## config.mk

```make
export PLATFORM = sky130hd
export DESIGN_NAME = udp_ipv4_header_generator
export DESIGN_NICKNAME = d
export VERILOG_FILES = /design/src/rtl/uihg_pkg.sv /design/src/rtl/udp_ipv4_header_generator.sv
export SDC_FILE = /design/constraint.sdc
export NUM_CORES = 1
export LEC_CHECK = 0
export BUFFER_PORTS_ARGS = -buffer_cell sky130_fd_sc_hd__buf_2
export CORE_MARGIN = 2
export CORE_UTILIZATION = 31
export CTS_CLUSTER_SIZE = 30
export DETAILED_ROUTE_END_ITERATION = 8
export PLACE_DENSITY = 0.43
export SYNTH_ARGS = -nofsm -noshare
export SYNTH_HDL_FRONTEND = slang
export SYNTH_SLANG_ARGS = --single-unit
export TNS_END_PERCENT = 50
```

## constraint.sdc

```tcl
create_clock -name i_clk -period 20.4 [get_ports i_clk]
set_input_delay 3.06 -clock i_clk [delete_from_list [all_inputs] [get_ports i_clk]]
set_output_delay 3.06 -clock i_clk [all_outputs]
set_load 0.02 [all_outputs]
```

## src/rtl/uihg_pkg.sv

```systemverilog
// Shared types, constants and checksum helpers for the UDP/IPv4 header generator.
package uihg_pkg;

    localparam int unsigned CfgAddrW = 3;
    localparam int unsigned CfgDataW = 32;
    localparam int unsigned InDataW  = 40;
    localparam int unsigned OutDataW = 112;

    localparam logic [16:0] MaxPayload = 17'd65507;
    localparam logic [16:0] IpUdpHdrLen = 17'd28;
    localparam logic [16:0] UdpHdrLen = 17'd8;
    localparam logic [15:0] TotLenSat = 16'hFFFF;
    localparam logic [15:0] UdpLenSat = 16'd65515;
    localparam logic [15:0] IpVerTos = 16'h4500;
    localparam logic [7:0]  IpTtl = 8'd250;
    localparam logic [7:0]  IpProtoUdp = 8'd17;

    typedef enum logic [CfgAddrW-1:0] {
        CFG_SRC_ADDR     = 3'd0,
        CFG_SRC_PORT     = 3'd1,
        CFG_FIXED_DST    = 3'd2,
        CFG_DST_PORT     = 3'd3,
        CFG_USE_PKT_DST  = 3'd4,
        CFG_UDP_SUM_EN   = 3'd5
    } t_cfg_reg;

    typedef struct packed {
        logic [31:0] destination_hint;
        logic        has_byte;
        logic        end_of_packet;
        logic [7:0]  payload_byte;
    } t_in_item;

    typedef struct packed {
        logic [16:0] byte_count;
        logic [15:0] running_sum;
        logic [7:0]  pending_high_byte;
        logic        overflow_flag;
        logic [15:0] identification;
        logic [31:0] destination_address;
    } t_snap;

    typedef struct packed {
        logic [15:0] payload_sum;
        logic [15:0] total_length;
        logic [15:0] udp_length;
        logic        too_long;
        logic [15:0] identification;
        logic [31:0] destination_address;
    } t_len;

    typedef struct packed {
        logic [19:0] header_raw;
        logic [19:0] udp_raw;
        logic [15:0] total_length;
        logic [15:0] udp_length;
        logic        too_long;
        logic [15:0] identification;
        logic [31:0] destination_address;
    } t_sums;

    function automatic logic [15:0] oc_add(input logic [15:0] a, input logic [15:0] b);
        logic [16:0] s;
        s = {1'b0, a} + {1'b0, b};
        return s[15:0] + {15'd0, s[16]};
    endfunction

    function automatic logic [15:0] oc_fold(input logic [19:0] raw);
        logic [16:0] f;
        f = {1'b0, raw[15:0]} + {13'd0, raw[19:16]};
        return f[15:0] + {15'd0, f[16]};
    endfunction

endpackage

```

## src/rtl/udp_ipv4_header_generator.sv

```systemverilog
// UDP/IPv4 header generator: byte absorption, length and checksum pipeline.
// A final item's result passes through the s1, s2, s3, s4 and output registers
// after the item is accepted, and can be held back further by m_axis_tready.
// Throughput: one payload byte per cycle unless m_axis_tready holds back the
// pipeline; the byte count and running ones-complement sum are updated in a single stage.
// Synchronous active-low reset clears the pipeline, the packet state and the
// identification counter, and returns the registers to their reset values.
module udp_ipv4_header_generator
    import uihg_pkg::*;
(
    input  logic                i_clk,
    input  logic                i_rst_n,
    input  logic                i_cfg_we,
    input  logic [CfgAddrW-1:0] i_cfg_addr,
    input  logic [CfgDataW-1:0] i_cfg_wdata,
    input  logic                s_axis_tvalid,
    output logic                s_axis_tready,
    // payload_byte, destination_hint
    input  logic [InDataW-1:0]  s_axis_tdata,
    input  logic                s_axis_tlast,
    // has_byte
    input  logic                s_axis_tuser,
    output logic                m_axis_tvalid,
    input  logic                m_axis_tready,
    // total_length, identification, header_checksum, destination_address,
    // udp_length, udp_checksum
    output logic [OutDataW-1:0] m_axis_tdata,
    // too_long
    output logic                m_axis_tuser
);

    logic [31:0] r_src_addr;
    logic [15:0] r_src_port;
    logic [31:0] r_fixed_dst;
    logic [15:0] r_dst_port;
    logic        r_use_pkt_dst;
    logic        r_udp_sum_en;

    logic [16:0] r_count;
    logic [15:0] r_sum;
    logic [7:0]  r_pend;
    logic        r_flag;
    logic [15:0] r_ident;

    logic        r_s1_v;
    t_in_item    r_s1;
    logic        r_s2_v;
    t_snap       r_s2;
    logic        r_s3_v;
    t_len        r_s3;
    logic        r_s4_v;
    t_sums       r_s4;
    logic        r_out_v;
    logic [OutDataW-1:0] r_out_data;
    logic        r_out_tl;

    logic free_out, free4, free3, free2, free1;

    logic [16:0] n_count;
    logic [15:0] n_sum;
    logic [7:0]  n_pend;
    logic        n_flag;
    t_snap       n_s2;
    t_len        n_s3;
    t_sums       n_s4;
    logic [16:0] tot_ext, ulen_ext;
    logic [15:0] hdr_sum, udp_sum, udp_csum;

    assign free_out = !r_out_v || m_axis_tready;
    assign free4    = !r_s4_v || free_out;
    assign free3    = !r_s3_v || free4;
    assign free2    = !r_s2_v || free3;
    assign free1    = !r_s1_v || free2;

    assign s_axis_tready = free1;
    assign m_axis_tvalid = r_out_v;
    assign m_axis_tdata  = r_out_data;
    assign m_axis_tuser  = r_out_tl;

    always_comb begin
        n_count = r_count;
        n_sum   = r_sum;
        n_pend  = r_pend;
        n_flag  = r_flag;
        if (r_s1.has_byte) begin
            if (!r_count[0]) begin
                n_pend = r_s1.payload_byte;
            end else begin
                n_sum = oc_add(r_sum, {r_pend, r_s1.payload_byte});
            end
            n_count = r_count + 17'd1;
            if (n_count > MaxPayload) begin
                n_flag = 1'b1;
            end
        end
        n_s2.byte_count          = n_count;
        n_s2.running_sum         = n_sum;
        n_s2.pending_high_byte   = n_pend;
        n_s2.overflow_flag       = n_flag;
        n_s2.identification      = r_ident;
        n_s2.destination_address = r_use_pkt_dst ? r_s1.destination_hint : r_fixed_dst;
    end

    always_comb begin
        tot_ext = r_s2.byte_count + IpUdpHdrLen;
        ulen_ext = r_s2.byte_count + UdpHdrLen;
        n_s3.payload_sum = r_s2.byte_count[0]
            ? oc_add(r_s2.running_sum, {r_s2.pending_high_byte, 8'h00})
            : r_s2.running_sum;
        n_s3.too_long = r_s2.overflow_flag || (r_s2.byte_count > MaxPayload);
        n_s3.total_length = n_s3.too_long ? TotLenSat : tot_ext[15:0];
        n_s3.udp_length   = n_s3.too_long ? UdpLenSat : ulen_ext[15:0];
        n_s3.identification      = r_s2.identification;
        n_s3.destination_address = r_s2.destination_address;
    end

    always_comb begin
        n_s4.header_raw = {4'd0, IpVerTos} + {4'd0, r_s3.total_length}
            + {4'd0, r_s3.identification} + {4'd0, IpTtl, IpProtoUdp}
            + {4'd0, r_src_addr[31:16]} + {4'd0, r_src_addr[15:0]}
            + {4'd0, r_s3.destination_address[31:16]}
            + {4'd0, r_s3.destination_address[15:0]};
        n_s4.udp_raw = {4'd0, r_s3.payload_sum}
            + {4'd0, r_src_addr[31:16]} + {4'd0, r_src_addr[15:0]}
            + {4'd0, r_s3.destination_address[31:16]}
            + {4'd0, r_s3.destination_address[15:0]}
            + {12'd0, IpProtoUdp} + {4'd0, r_s3.udp_length}
            + {4'd0, r_src_port} + {4'd0, r_dst_port} + {4'd0, r_s3.udp_length};
        n_s4.total_length        = r_s3.total_length;
        n_s4.udp_length          = r_s3.udp_length;
        n_s4.too_long            = r_s3.too_long;
        n_s4.identification      = r_s3.identification;
        n_s4.destination_address = r_s3.destination_address;
    end

    always_comb begin
        hdr_sum  = oc_fold(r_s4.header_raw);
        udp_sum  = oc_fold(r_s4.udp_raw);
        udp_csum = r_udp_sum_en ? ~udp_sum : 16'd0;
    end

    always_ff @(posedge i_clk) begin
        if (!i_rst_n) begin
            r_src_addr    <= '0;
            r_src_port    <= '0;
            r_fixed_dst   <= '0;
            r_dst_port    <= '0;
            r_use_pkt_dst <= 1'b0;
            r_udp_sum_en  <= 1'b1;
        end else if (i_cfg_we) begin
            unique case (t_cfg_reg'(i_cfg_addr))
                CFG_SRC_ADDR:    r_src_addr    <= i_cfg_wdata;
                CFG_SRC_PORT:    r_src_port    <= i_cfg_wdata[15:0];
                CFG_FIXED_DST:   r_fixed_dst   <= i_cfg_wdata;
                CFG_DST_PORT:    r_dst_port    <= i_cfg_wdata[15:0];
                CFG_USE_PKT_DST: r_use_pkt_dst <= i_cfg_wdata[0];
                CFG_UDP_SUM_EN:  r_udp_sum_en  <= i_cfg_wdata[0];
                default: ;
            endcase
        end
    end

    always_ff @(posedge i_clk) begin
        if (!i_rst_n) begin
            r_s1_v  <= 1'b0;
            r_s2_v  <= 1'b0;
            r_s3_v  <= 1'b0;
            r_s4_v  <= 1'b0;
            r_out_v <= 1'b0;
            r_count <= '0;
            r_sum   <= '0;
            r_pend  <= '0;
            r_flag  <= 1'b0;
            r_ident <= '0;
        end else begin
            if (free1) begin
                r_s1_v <= s_axis_tvalid;
            end
            if (free2) begin
                r_s2_v <= r_s1_v && r_s1.end_of_packet;
            end
            if (r_s1_v && free2) begin
                if (r_s1.end_of_packet) begin
                    r_count <= '0;
                    r_sum   <= '0;
                    r_pend  <= '0;
                    r_flag  <= 1'b0;
                    r_ident <= r_ident + 16'd1;
                end else begin
                    r_count <= n_count;
                    r_sum   <= n_sum;
                    r_pend  <= n_pend;
                    r_flag  <= n_flag;
                end
            end
            if (free3) begin
                r_s3_v <= r_s2_v;
            end
            if (free4) begin
                r_s4_v <= r_s3_v;
            end
            if (free_out) begin
                r_out_v <= r_s4_v;
            end
        end
    end

    always_ff @(posedge i_clk) begin
        if (free1) begin
            r_s1.payload_byte     <= s_axis_tdata[7:0];
            r_s1.destination_hint <= s_axis_tdata[39:8];
            r_s1.end_of_packet    <= s_axis_tlast;
            r_s1.has_byte         <= s_axis_tuser;
        end
        if (free2) begin
            r_s2 <= n_s2;
        end
        if (free3) begin
            r_s3 <= n_s3;
        end
        if (free4) begin
            r_s4 <= n_s4;
        end
        if (free_out) begin
            r_out_data <= {udp_csum, r_s4.udp_length, r_s4.destination_address,
                           ~hdr_sum, r_s4.identification, r_s4.total_length};
            r_out_tl   <= r_s4.too_long;
        end
    end

endmodule
```

# --- Word level (Yosys, flattened, before mapping) ---
# Index checks and enable logic that the tools add are counted.
classes:
  eq_ne: 5
  n_addsub: 28
  n_mux: 13
  order_cmp: 2
  n_bitwise: 2
  reduce_logical: 21
op_table:
  columns: ["op", "count"]
  rows:
  - ["$add 20x16->20", 7]
  - ["$add 16x1->16", 4]
  - ["$mux 16", 4]
  - ["$add 16x16->17", 3]
  - ["$add 19x16->20", 2]
  - ["$add 17x16->18", 2]
  - ["$add 16x4->17", 2]
  - ["$gt 17x16->1 const B", 2]
  - ["$mux 17", 2]
  - ["$mux 32", 1]
  - ["$not 16->16", 2]
  - ["$mux 8", 3]
  - ["$add 20x5->20 const B", 1]
  - ["$add 18x16->19", 1]
  - ["$add 18x16->19 const B", 1]
  - ["$add 15x16->17 const A", 1]
  - ["$add 17x1->17 const B", 1]
  - ["$add 16x1->16 const B", 1]
  - ["$add 16x4->16 const B", 1]
  - ["$add 16x5->16 const B", 1]
  - ["$reduce_and 2->1", 7]
  - ["$eq 3x2->1 const B", 2]
  - ["$eq 3x3->1 const B", 2]
  - ["$logic_or 1x1->1", 6]
  - ["5 further kinds", 12]
word_totals:
  out_inout_bits: 115
  reg_bits: 624
  wordCells: 113

# --- Depth between registers and ports, before layout ---
# Gate-level depths: netlist of run 1.
logic_depth:
  word_depth: 9
  mapped_depth: 21

# --- Least setup slack after synthesis of run 1 ---
# No wires, ideal clock.
synth_timing:
  path_kind: "input-to-output"
  start: "input m_axis_tready"
  end: "output s_axis_tready"
  path_slack_ps: 9777
  required_time_ps: 17340
  t_arrival_ps: 7563
  path_buffers: 0
  cell_stages: 4
  cell_sequence: "nand2b_1 nor2_1 and3_1 nand2_1"
synth_between:
  elab_chain_cells: 5
synth_lines:
  columns: ["item", "line", "source"]
  rows:
  - ["from (decl)", "udp_ipv4_header_generator.sv:24", "input logic m_axis_tready,"]
  - ["$logic_or 1x1->1", "udp_ipv4_header_generator.sv:69", "assign free_out = !r_out_v || m_axis_tready;"]
  - ["$logic_or 1x1->1", "udp_ipv4_header_generator.sv:70", "assign free4 = !r_s4_v || free_out;"]
  - ["$logic_or 1x1->1", "udp_ipv4_header_generator.sv:71", "assign free3 = !r_s3_v || free4;"]
  - ["$logic_or 1x1->1", "udp_ipv4_header_generator.sv:72", "assign free2 = !r_s2_v || free3;"]
  - ["$logic_or 1x1->1", "udp_ipv4_header_generator.sv:73", "assign free1 = !r_s1_v || free2;"]
  - ["to (decl)", "udp_ipv4_header_generator.sv:17", "output logic s_axis_tready,"]
# Every way passes these cells.

# --- Worst setup path after layout of run 1 ---
layout_timing:
  start: "input m_axis_tready"
  end: "output s_axis_tready"
layout_between:
  elab_chain_cells: 5
layout_lines:
  columns: ["item", "line", "source"]
  rows:
  - ["$logic_or 1x1->1", "udp_ipv4_header_generator.sv:69", null]
  - ["named net free_out", "udp_ipv4_header_generator.sv:57", "logic free_out, free4, free3, free2, free1;"]
  - ["$logic_or 1x1->1", "udp_ipv4_header_generator.sv:70", null]
  - ["$logic_or 1x1->1", "udp_ipv4_header_generator.sv:71", null]
  - ["$logic_or 1x1->1", "udp_ipv4_header_generator.sv:72", null]
  - ["$logic_or 1x1->1", "udp_ipv4_header_generator.sv:73", null]
# The timed path passes the listed nets, and every way through them passes these cells.

==> key figures, run 1 <==
Drt
  • Avg Vias per Cell: 4.59
  • Drt wl/cell: 19.6 um
  • Final ANT Viol Nets: 0
  • DRC viols: 0
  • WL final: 81.0 mm
  • DRT Pass-1 Iters: 5
  • Starting DRT DRC Count: 1070
  • Via Count: 19000

STA
  • Setup TNS: 0 ns
  • Fin crit period: 8.01 ns
  • Hold Fails Final Rpt: 0
  • Worst-Margin Slew: 1.15 ns
  • Setup-failing EPs final: 0
  • Max-Slew Margin vs Limit: 23.0%
  • Final clock skew: 0.0293 ns
  • Pins Over Slew Limit: 0
  • Period utilization: 39.2%
  • RSZ-0062 raised after global routing: no
  • Max Fclk: 0.125 GHz

Placement
  • Post-DP HPWL: 60.7 mm
  • PortBufs: 196
  • Dpl cells: 4001
  • GP Congestion: 0.820

Job
  • Max Cap Viol: 0

Global route
  • Vias in the first global route: 19800
  • First-pass GRT wire length: 122 mm
  • Largest net degree at the start of global routing: 90
  • Initial antenna violation count: 3
  • GRT Total Usage: 15.9%
  • Overflow after GRT: 0

Cells and area
  • Layout net count: 3152
  • Ratio of cells with drive above 1 in the final layout: 13.8%
  • Non-Filler Instances: 4135
  • P&R area growth vs syn: 15.5%
  • Commonest cells after routing, fill and taps aside: edfxtp_1 (457), inv_1 (358), nand2_1 (334), buf_2 (195)
  • ANT cells: 0
  • Most common library cell in the layout ignoring fill and taps: edfxtp_1

Pwr
  • Net Sw Power: 0.812 mW
  • Comb power frac: 12.0%
  • Total power: 3.18 mW
  • Sequential share of power: 46.8%
  • Internal power: 2.37 mW
  • Clk pwr share: 41.2%
  • Worst VDD drop: 53.4 uV
  • Pwr/cell area: 88.9 mW/mm^2
  • Leak: 14.9 nW
  • Switching share of power: 25.5%

Clock network
  • Cts bufs inserted: 74
  • # clock sinks: 618
  • CTS Hold Bufs: 0
  • H-tree levels: 3
  • Number of gates resized after cts: 0
  • CTS tree: yes
  • Clk Latency, worst-skew pair: 0.63 ns
  • Number of setup buffers added after CTS: 0
  • Clock buffer depth: 3
  • Clk root buf: clkbuf_16
  • Clock transition at path regs: 0.06 ns

Synthesis
  • Post-Syn Instances: 2591
  • Share of the synthesized area in the top cell type: 44.3%
  • Synth Area per Inst: 12.0 um^2
  • Post-synth EDFFs: 457
  • Cell Area, Synth: 0.0310 mm^2
  • Yosys reg bits: 618
  • Count of cell types in the netlist: 75
  • Largest area contributor in the netlist: edfxtp_1
  • Fraction of registers with async set/reset: 0%
  • Syn. warnings: 0
  • Register area share after synthesis: 54.7%
  • Post-synthesis net count: 2953
  • Synth area leaders: edfxtp_1 (44%), dfxtp_1 (10%), fa_1 (10%)
  • Top_reg_cell synth: edfxtp_1

Floorplanning
  • Core footprint: 0.0987 mm^2
  • I/O pin count: 197
  • Die area: 0.102 mm^2
  • Rows: 115
  • Die Ht: 320 um
  • Die X: 320 um
  • Initial core utilization: 31.4%

Setup path
  • Worst Setup End Kind: output pin
  • CP startpoint kind: input pin
  • Setup CP Type: in -> out
  • Worst-path fanout max: 46
  • Critical path startpoint: m_axis_tready
  • Critical R2R Launch: r_src_addr[19]
  • Worst Path Required: 17.34 ns
  • CP arrival: 4.95 ns

Outcome
  • Status: finished, final reports clean

Hold path
  • Hold_sp: n_s3[13]
  • Worst Hold Class: reg -> reg
==> cells in the mapped netlist, types with 47 or more instances <==
| cell | count |
|---|---|
| ha_1 | 120 |
| o21ai_0 | 47 |
| edfxtp_1 | 457 |
| dfxtp_1 | 161 |
| clkbuf_1 | 77 |
| xnor2_1 | 123 |
| inv_1 | 360 |
| a21oi_1 | 68 |
| a21boi_0 | 118 |
| nor2_1 | 97 |
| nand2_1 | 336 |
| fa_1 | 160 |
==> critical path, stage by stage <==
cell and delay, ns:
buf_2 0.10, nand2b_4 0.50, nor2_1 0.63, and3_1 0.37
nand2_2 0.09, buf_2 0.19
==> layer usage <==
metal	GRT usage (%)	vias to the layer above	routed length [um]
met2	28.4	360	41100
li1	-	9137	-
met5	0	-	0
met3	2.55	123	3110
met4	4.87	0	1950
met1	19.6	9377	34800
==> layout make-up <==
cell class	count	area (um^2)
clock buffers	105	2110
flip-flops and latches	618	16900
repair buffers	209	1080
well taps	1287	1610
clock inverters	29	290
multi-input cells	1527	12400
fillers	9701	62900
inverters	360	1360
==> logic make-up (layout without fill, tap and decap cells) <==
logic type | Yosys count | after routing | synth area share (%)
AOI/OAI and AO/OA | 357 | 357 | 8.05
muxes | 49 | 49 | 1.76
xor gates and xnor gates | 164 | 164 | 4.64
adders and majority gates | 280 | 280 | 15.2
and+or+nand+nor | 677 | 677 | 10.2
buffers and inverters | 446 | 703 | 5.46
DFF | 618 | 618 | 54.7
==> worst paths after layout <==
check	slack, ns	to	cells past startpoint
setup / recovery	12.39	s_axis_tready	6
setup reg to reg	14.90	r_s4[100]	19
hold / removal	0.41	n_s4[13]	0
hold reg to reg	0.41	n_s4[13]	0
==> state kept, by name, summed over array words and instances (netlist names), 8 cells and up <==
name / cells
r_s4: 119
m_axis_tdata: 110
n_s4: 79
n_s3: 48
r_s1: 42
r_s2: 42
r_fixed_dst: 32
r_src_addr: 32
r_count: 17
r_dst_port: 16
r_ident: 16
r_s3: 16
r_src_port: 16
r_sum: 16
r_pend: 8
==> power by group through the flow <==
stage | Combinational [mW] | Clock [mW] | Sequential, mW
after floorplan | 0.232 | 0 | 1.53
after global placement | 0.384 | 0 | 1.51
after detailed placement | 0.385 | 0 | 1.52
after CTS | 0.389 | 1.35 | 1.49
after global routing | 0.433 | 1.40 | 1.50
final | 0.381 | 1.31 | 1.49
==> through the flow <==
stage	hold WS [ns]	cell area (um^2)	utilization, %	setup slack, ns
floorplan	0.400	31000	-	9.78
global placement	0.402	33400	33.8	12.42
detailed placement	0.405	33400	33.8	12.34
CTS	0.398	35800	36.2	12.33
global route	0.416	35800	36.2	12.25
finish	0.408	35800	36.2	12.39
Note: power is estimated with default switching activity, not from simulation.
==> run 2: changes to the inputs <==
--- a/config.mk
+++ b/config.mk
@@ -10,7 +10,7 @@
 export CORE_UTILIZATION = 31
 export CTS_CLUSTER_SIZE = 30
 export DETAILED_ROUTE_END_ITERATION = 8
-export PLACE_DENSITY = 0.43
+export PLACE_DENSITY = 0.45
 export SYNTH_ARGS = -nofsm -noshare
 export SYNTH_HDL_FRONTEND = slang
 export SYNTH_SLANG_ARGS = --single-unit
==> constraint.sdc (replaced) <==
create_clock -name i_clk -period 7.1 [get_ports i_clk]
set_input_delay 1.065 -clock i_clk [delete_from_list [all_inputs] [get_ports i_clk]]
set_output_delay 1.065 -clock i_clk [all_outputs]
set_load 0.02 [all_outputs]
==> key figures, run 2 (same netlist as run 1, synthesis figures left out) <==
Clock network
  • Clk Latency, worst-skew pair: 0.66 ns (+0.03 ns)
  • CTS tree: yes
  • CTS Hold Bufs: 0 (unchanged)
  • # clock sinks: 618 (unchanged)
  • H-tree levels: 3 (unchanged)
  • Cts bufs inserted: 74 (unchanged)
  • Number of setup buffers added after CTS: 0 (unchanged)
  • Clock transition at path regs: 0.06 ns (about the same)
  • Clock buffer depth: 3 (unchanged)
  • Number of gates resized after cts: 0 (unchanged)
  • Clk root buf: clkbuf_16

Floorplanning
  • Die area: 0.102 mm^2 (unchanged)
  • I/O pin count: 197 (unchanged)
  • Die Ht: 320 um (unchanged)
  • Die X: 320 um (unchanged)
  • Initial core utilization: 31.4% (unchanged)
  • Core footprint: 0.0987 mm^2 (unchanged)
  • Rows: 115 (unchanged)

Drt
  • DRT Pass-1 Iters: 7 (+2)
  • Avg Vias per Cell: 4.61 (+0.31%)
  • Via Count: 19100 (+0.41%)
  • Drt wl/cell: 20.1 um (+2.7%)
  • Starting DRT DRC Count: 1133 (+5.9%)
  • DRC viols: 0 (unchanged)
  • Final ANT Viol Nets: 0 (unchanged)
  • WL final: 83.3 mm (+2.8%)

Hold path
  • Worst Hold Class: reg -> reg

Global route
  • Overflow after GRT: 0 (unchanged)
  • Largest net degree at the start of global routing: 83 (-7.8%)
  • First-pass GRT wire length: 124 mm (+2.2%)
  • Vias in the first global route: 19600 (-0.98%)
  • Initial antenna violation count: 3 (unchanged)
  • GRT Total Usage: 16.4% (+0.46 points)

Cells and area
  • Max reg flops: 119 (unchanged)
  • Layout net count: 3154 (+0.063%)
  • Final core utilization: 36.3% (+0.11 points)
  • Layout fillers: 9712 (+0.11%)
  • Commonest cells after routing, fill and taps aside: edfxtp_1 (457), inv_1 (358), nand2_1 (334), buf_2 (195)
  • Top reg by flops: r_s4
  • P&R area growth vs syn: 15.9%
  • Ratio of cells with drive above 1 in the final layout: 13.9% (+0.091 points)
  • Most common library cell in the layout ignoring fill and taps: edfxtp_1

STA
  • Period utilization: 73.3%
  • Worst-Margin Slew: 1.31 ns (+0.156 ns)
  • Max-Slew Margin vs Limit: 12.6% (-10 points)
  • Hold Fails Final Rpt: 0 (unchanged)
  • RSZ-0062 raised after global routing: no
  • Max Fclk: 0.192 GHz
  • Final setup margin: 1.89 ns (-10.50 ns)
  • Pins Over Slew Limit: 0 (unchanged)
  • Setup-failing EPs final: 0 (unchanged)
  • Fin crit period: 5.21 ns
  • Final clock skew: 0.0324 ns (+0.00308 ns)
  • Hold slack: 0.412 ns (+0.00381 ns)
  • Setup TNS: 0 ns (unchanged)

Setup path
  • Worst Setup End Kind: flop
  • CP startpoint kind: flop
  • CP arrival: 5.59 ns (+0.64 ns)
  • Worst Path Required: 7.48 ns (-9.86 ns)
  • R2R setup slack: 1.89 ns (-13.01 ns)
  • Worst-path fanout max: 3 (-93%)
  • Setup CP Type: reg -> reg

Placement
  • Post-DP HPWL: 62.0 mm (+2.1%)
  • PortBufs: 196 (unchanged)
  • GP Congestion: 0.853 (+4.0%)
  • Pre-CTS setup slack: 1.92 ns (-10.42 ns)

Pwr
  • Pwr/cell area: 259 mW/mm^2 (+190%)
  • Leak: 14.9 nW (+0.20%)
  • Worst VDD drop: 150 uV (+180%)

Outcome
  • Status: finished, final reports clean

Job
  • Max Cap Viol: 0 (unchanged)
[run 2: stage by stage]
step / total power, mW / std cells / cell area, um^2
2_1_floorplan: 5.07 / 2591 / 31000
3_3_place_gp: 5.47 / 4003 / 33400
3_5_place_dp: 5.48 / 4003 / 33400
4_1_cts: 9.43 / 4138 / 35900
5_1_grt: 9.72 / 4138 / 35900
6_report: 9.30 / 4139 / 35900
[run 2: area by class of cell]
cell class / instances / area [um^2] / area share [%]
antenna: 1 / 2.50 / 0.00697
clock buffer: 93 / 1940 / 5.42
clock inverter: 42 / 546 / 1.52
inverter: 360 / 1360 / 3.78
multi-input combinational: 1527 / 12400 / 34.5
sequential: 618 / 16900 / 47.2
tap: 1287 / 1610 / 4.49
timing repair buffer: 211 / 1100 / 3.06
[run 2: report_power, final]
group / internal [mW] / switching [mW]
combinational: 0.437 / 0.665
sequential: 4.12 / 0.174
clock: 2.30 / 1.61
[run 2: worst paths after layout]
check | startpoint | to | cells after the start
max reg2reg | r_src_addr[2] | r_s4[119] | 19
max | r_src_addr[2] | r_s4[119] | 19
min | n_s3[29] | n_s4[29] | 0
min reg2reg | n_s3[29] | n_s4[29] | 0
[run 2: routing by layer]
metal | track usage, % | up-vias | part of all wire (%)
li1 | - | 9159 | -
met1 | 21.0 | 9388 | 43
met2 | 28.2 | 407 | 50
met3 | 2.56 | 120 | 4.2
met4 | 5.19 | 0 | 2.9
met5 | 0 | - | 0
[run 2: worst max-delay path: stages, from the launching register on]
cell and delay, ns:
dfxtp_1 0.39, inv_1 0.08, fa_1 0.58, inv_1 0.07, fa_1 0.52, inv_1 0.05
fa_1 0.53, inv_1 0.04, ha_1 0.19, ha_1 0.32, a31oi_1 0.27, o21bai_1 0.14
a41oi_1 0.29, o21ai_0 0.21, a21oi_1 0.23, o21ai_0 0.15, o21a_1 0.21, o21a_1 0.18
o41ai_1 0.35, xnor2_1 0.12
==> run 3: changes to the inputs <==
==> constraint.sdc (replaced) <==
create_clock -name i_clk -period 4.5 [get_ports i_clk]
set_input_delay 0.675 -clock i_clk [delete_from_list [all_inputs] [get_ports i_clk]]
set_output_delay 0.675 -clock i_clk [all_outputs]
set_load 0.02 [all_outputs]
==> key figures, run 3 (same netlist as run 1, synthesis figures left out) <==
Setup path
  • Buffers & Inverters on Critical Path: 4 (unchanged)
  • Worst path cell trace: fa_1, inv_1, fa_1, inv_2, fa_1, inv_2, fa_1, inv_2, ha_4, a21oi_2, o21ai_2, a21oi_2, o21bai_1, a21oi_2, o31a_1, and3_1, a211o_1, xnor2_1
  • CP peak stage delay: 0.53 ns (-0.05 ns)
  • CP startpoint kind: flop
  • Worst-path fanout max: 3 (unchanged)
  • Crit path max-delay family: adder cells
  • Capture point of the worst reg-to-reg path: r_s4[98]
  • Worst Path Required: 4.87 ns (-2.61 ns)
  • Setup CP Type: reg -> reg
  • Critical R2R Launch: n_s4[20]
  • R2R setup slack: -0.02 ns (-1.91 ns)
  • Worst Setup End Kind: flop
  • CP dominant cell by count: fa_1
  • CP arrival: 4.89 ns (-0.70 ns)
  • Critical path startpoint: n_s4[20]
  • Slowest cell on crit path: fa_1
  • Reg2Reg Depth: 18 (-1)

Clock network
  • Clock transition at path regs: 0.06 ns (about the same)
  • Cts bufs inserted: 75 (+1.4%)
  • Clk root buf: clkbuf_16
  • Clock buffer depth: 3 (unchanged)
  • # clock sinks: 618 (unchanged)
  • Clk Latency, worst-skew pair: 0.62 ns (-0.04 ns)
  • H-tree levels: 3 (unchanged)
  • CTS tree: yes
  • CTS Hold Bufs: 0 (unchanged)

STA
  • Hold slack: 0.234 ns (-0.178 ns)
  • Final clock skew: 0.0302 ns (-0.00212 ns)
  • RSZ-0062 raised after global routing: yes
  • Max-Slew Margin vs Limit: 28.2% (+16 points)
  • Final setup margin: -0.0204 ns (-1.91 ns)
  • Worst-Margin Slew: 1.08 ns (-0.233 ns)
  • Setup-failing EPs final: 3 (+3)
  • Period utilization: 100% (+27 points)
  • Hold Fails Final Rpt: 0 (unchanged)
  • Fin crit period: 4.52 ns (-0.687 ns)
  • Pins Over Slew Limit: 0 (unchanged)
  • Max Fclk: 0.221 GHz (+15%)

Hold path
  • Hold_sp: s_axis_tdata[33]
  • Worst Hold End: r_s1[35]
  • Worst Hold Class: in -> reg
  • WHS Path Cells: 1 (+1)

Pwr
  • Leak: 15.6 nW (+4.7%)
  • Sequential share of power: 46.4% (+0.2 points)
  • Pwr/cell area: 391 mW/mm^2 (+51%)
  • Internal power: 10.8 mW (+58%)
  • Worst VDD drop: 230 uV (+54%)
  • Comb power frac: 13.2% (+1.3 points)
  • Switching share of power: 25.7% (-0.62 points)
  • Net Sw Power: 3.74 mW (+53%)
  • Clk pwr share: 40.4% (-1.6 points)

Drt
  • Drt wl/cell: 19.4 um (-3.4%)
  • Starting DRT DRC Count: 1198 (+5.7%)
  • Final ANT Viol Nets: 0 (unchanged)
  • DRC viols: 0 (unchanged)
  • WL final: 83.2 mm (about the same)
  • DRT Pass-1 Iters: 5 (-2)
  • Avg Vias per Cell: 4.52 (-1.8%)
  • Via Count: 19400 (+1.6%)

Cells and area
  • Max reg flops: 119 (unchanged)
  • ANT cells: 0 (-1)
  • Layout net count: 3297 (+4.5%)
  • Commonest cells after routing, fill and taps aside: edfxtp_1 (457), inv_1 (340), nand2_1 (334), buf_2 (195), fa_1 (156)
  • Final core utilization: 37.7% (+1.3 points)
  • Most common library cell in the layout ignoring fill and taps: edfxtp_1
  • P&R area growth vs syn: 20.0%
  • Ratio of cells with drive above 1 in the final layout: 20.4% (+6.5 points)
  • Top reg by flops: r_s4

Placement
  • PortBufs: 196 (unchanged)
  • GP Congestion: 0.854 (+0.14%)
  • Post-DP HPWL: 63.1 mm (+1.9%)

Floorplanning
  • Die Ht: 320 um (unchanged)
  • I/O pin count: 197 (unchanged)
  • Initial core utilization: 31.4% (unchanged)
  • Die area: 0.102 mm^2 (unchanged)
  • Rows: 115 (unchanged)
  • Die X: 320 um (unchanged)
  • Core footprint: 0.0987 mm^2 (unchanged)

Global route
  • Overflow after GRT: 0 (unchanged)
  • Initial antenna violation count: 3 (unchanged)
  • Vias in the first global route: 20300 (+3.6%)
  • First-pass GRT wire length: 126 mm (+0.85%)
  • GRT Total Usage: 16.3% (-0.033 points)
  • Largest net degree at the start of global routing: 73 (-12%)

Job
  • Max Cap Viol: 0 (unchanged)

Outcome
  • Status: complete, but fails checks
  • Failing checks: negative setup slack
run 3: changes by cell type in the layout (fill, tap and decap cells not counted), sizes merged:
cell,delta
clkinvlp,+6
diode,-1
buf,+142
clkinv,-10
bufinv,-5
clkbuf,+10
run 3: worst max path at each step:
stage                 to  slack, ns  cells after the start
2_1_floorplan  r_s4[119]       -0.1                     17
3_3_place_gp    r_s4[97]      -0.36                     19
3_5_place_dp   r_s4[119]      -0.40                     17
4_1_cts        r_s4[119]      -0.11                     17
5_1_grt         r_s4[98]      -0.27                     18
6_report        r_s4[98]      -0.02                     18
run 3: metrics by stage:
stage / instance area [um^2] / setup TNS [ns] / std cells / worst slack (ns) / power, mW
2_1_floorplan: 31000 / -0.444 / 2591 / -0.0987 / 8.00
6_report: 37200 / -0.0372 / 4281 / -0.0204 / 14.5
4_1_cts: 37000 / -0.177 / 4274 / -0.111 / 14.8
3_5_place_dp: 34400 / -4.59 / 4133 / -0.396 / 8.74
3_3_place_gp: 34400 / -3.38 / 4133 / -0.355 / 8.72
5_1_grt: 37200 / -2.36 / 4281 / -0.266 / 15.2
run 3: per-layer routing:
| metal | up-vias | global-route usage [%] | part of all wire [%] |
|---|---|---|---|
| met5 | - | 0 | 0 |
| met4 | 0 | 4.40 | 1.9 |
| met3 | 83 | 2.22 | 3.4 |
| met2 | 348 | 28.7 | 50 |
| met1 | 9506 | 21.0 | 45 |
| li1 | 9433 | - | - |
run 3: area by class of cell:
type	instances	area [um^2]
clock inverter	33	288
timing repair buffer	353	2190
inverter	360	1360
fill	9641	61500
multi-input combinational	1527	12700
clock buffer	103	2090
tap	1287	1610
sequential	618	17000
run 3: power by group through the flow:
stage	Clock, mW	Combinational, mW	Sequential [mW]
after floorplan	0	1.05	6.95
after global placement	0	1.86	6.86
after detailed placement	0	1.87	6.87
after CTS	6.07	1.94	6.75
after global routing	6.30	2.16	6.79
final	5.87	1.93	6.75
run 3: timing repair:
item / CTS / global route
setup endpoints to repair: 29 / 22
gates resized for setup: 62 / 24
gates cloned: 0 / 0
setup buffers: 5 / 7
hold endpoints to repair: 0 / 0
pin swaps: 50 / 18
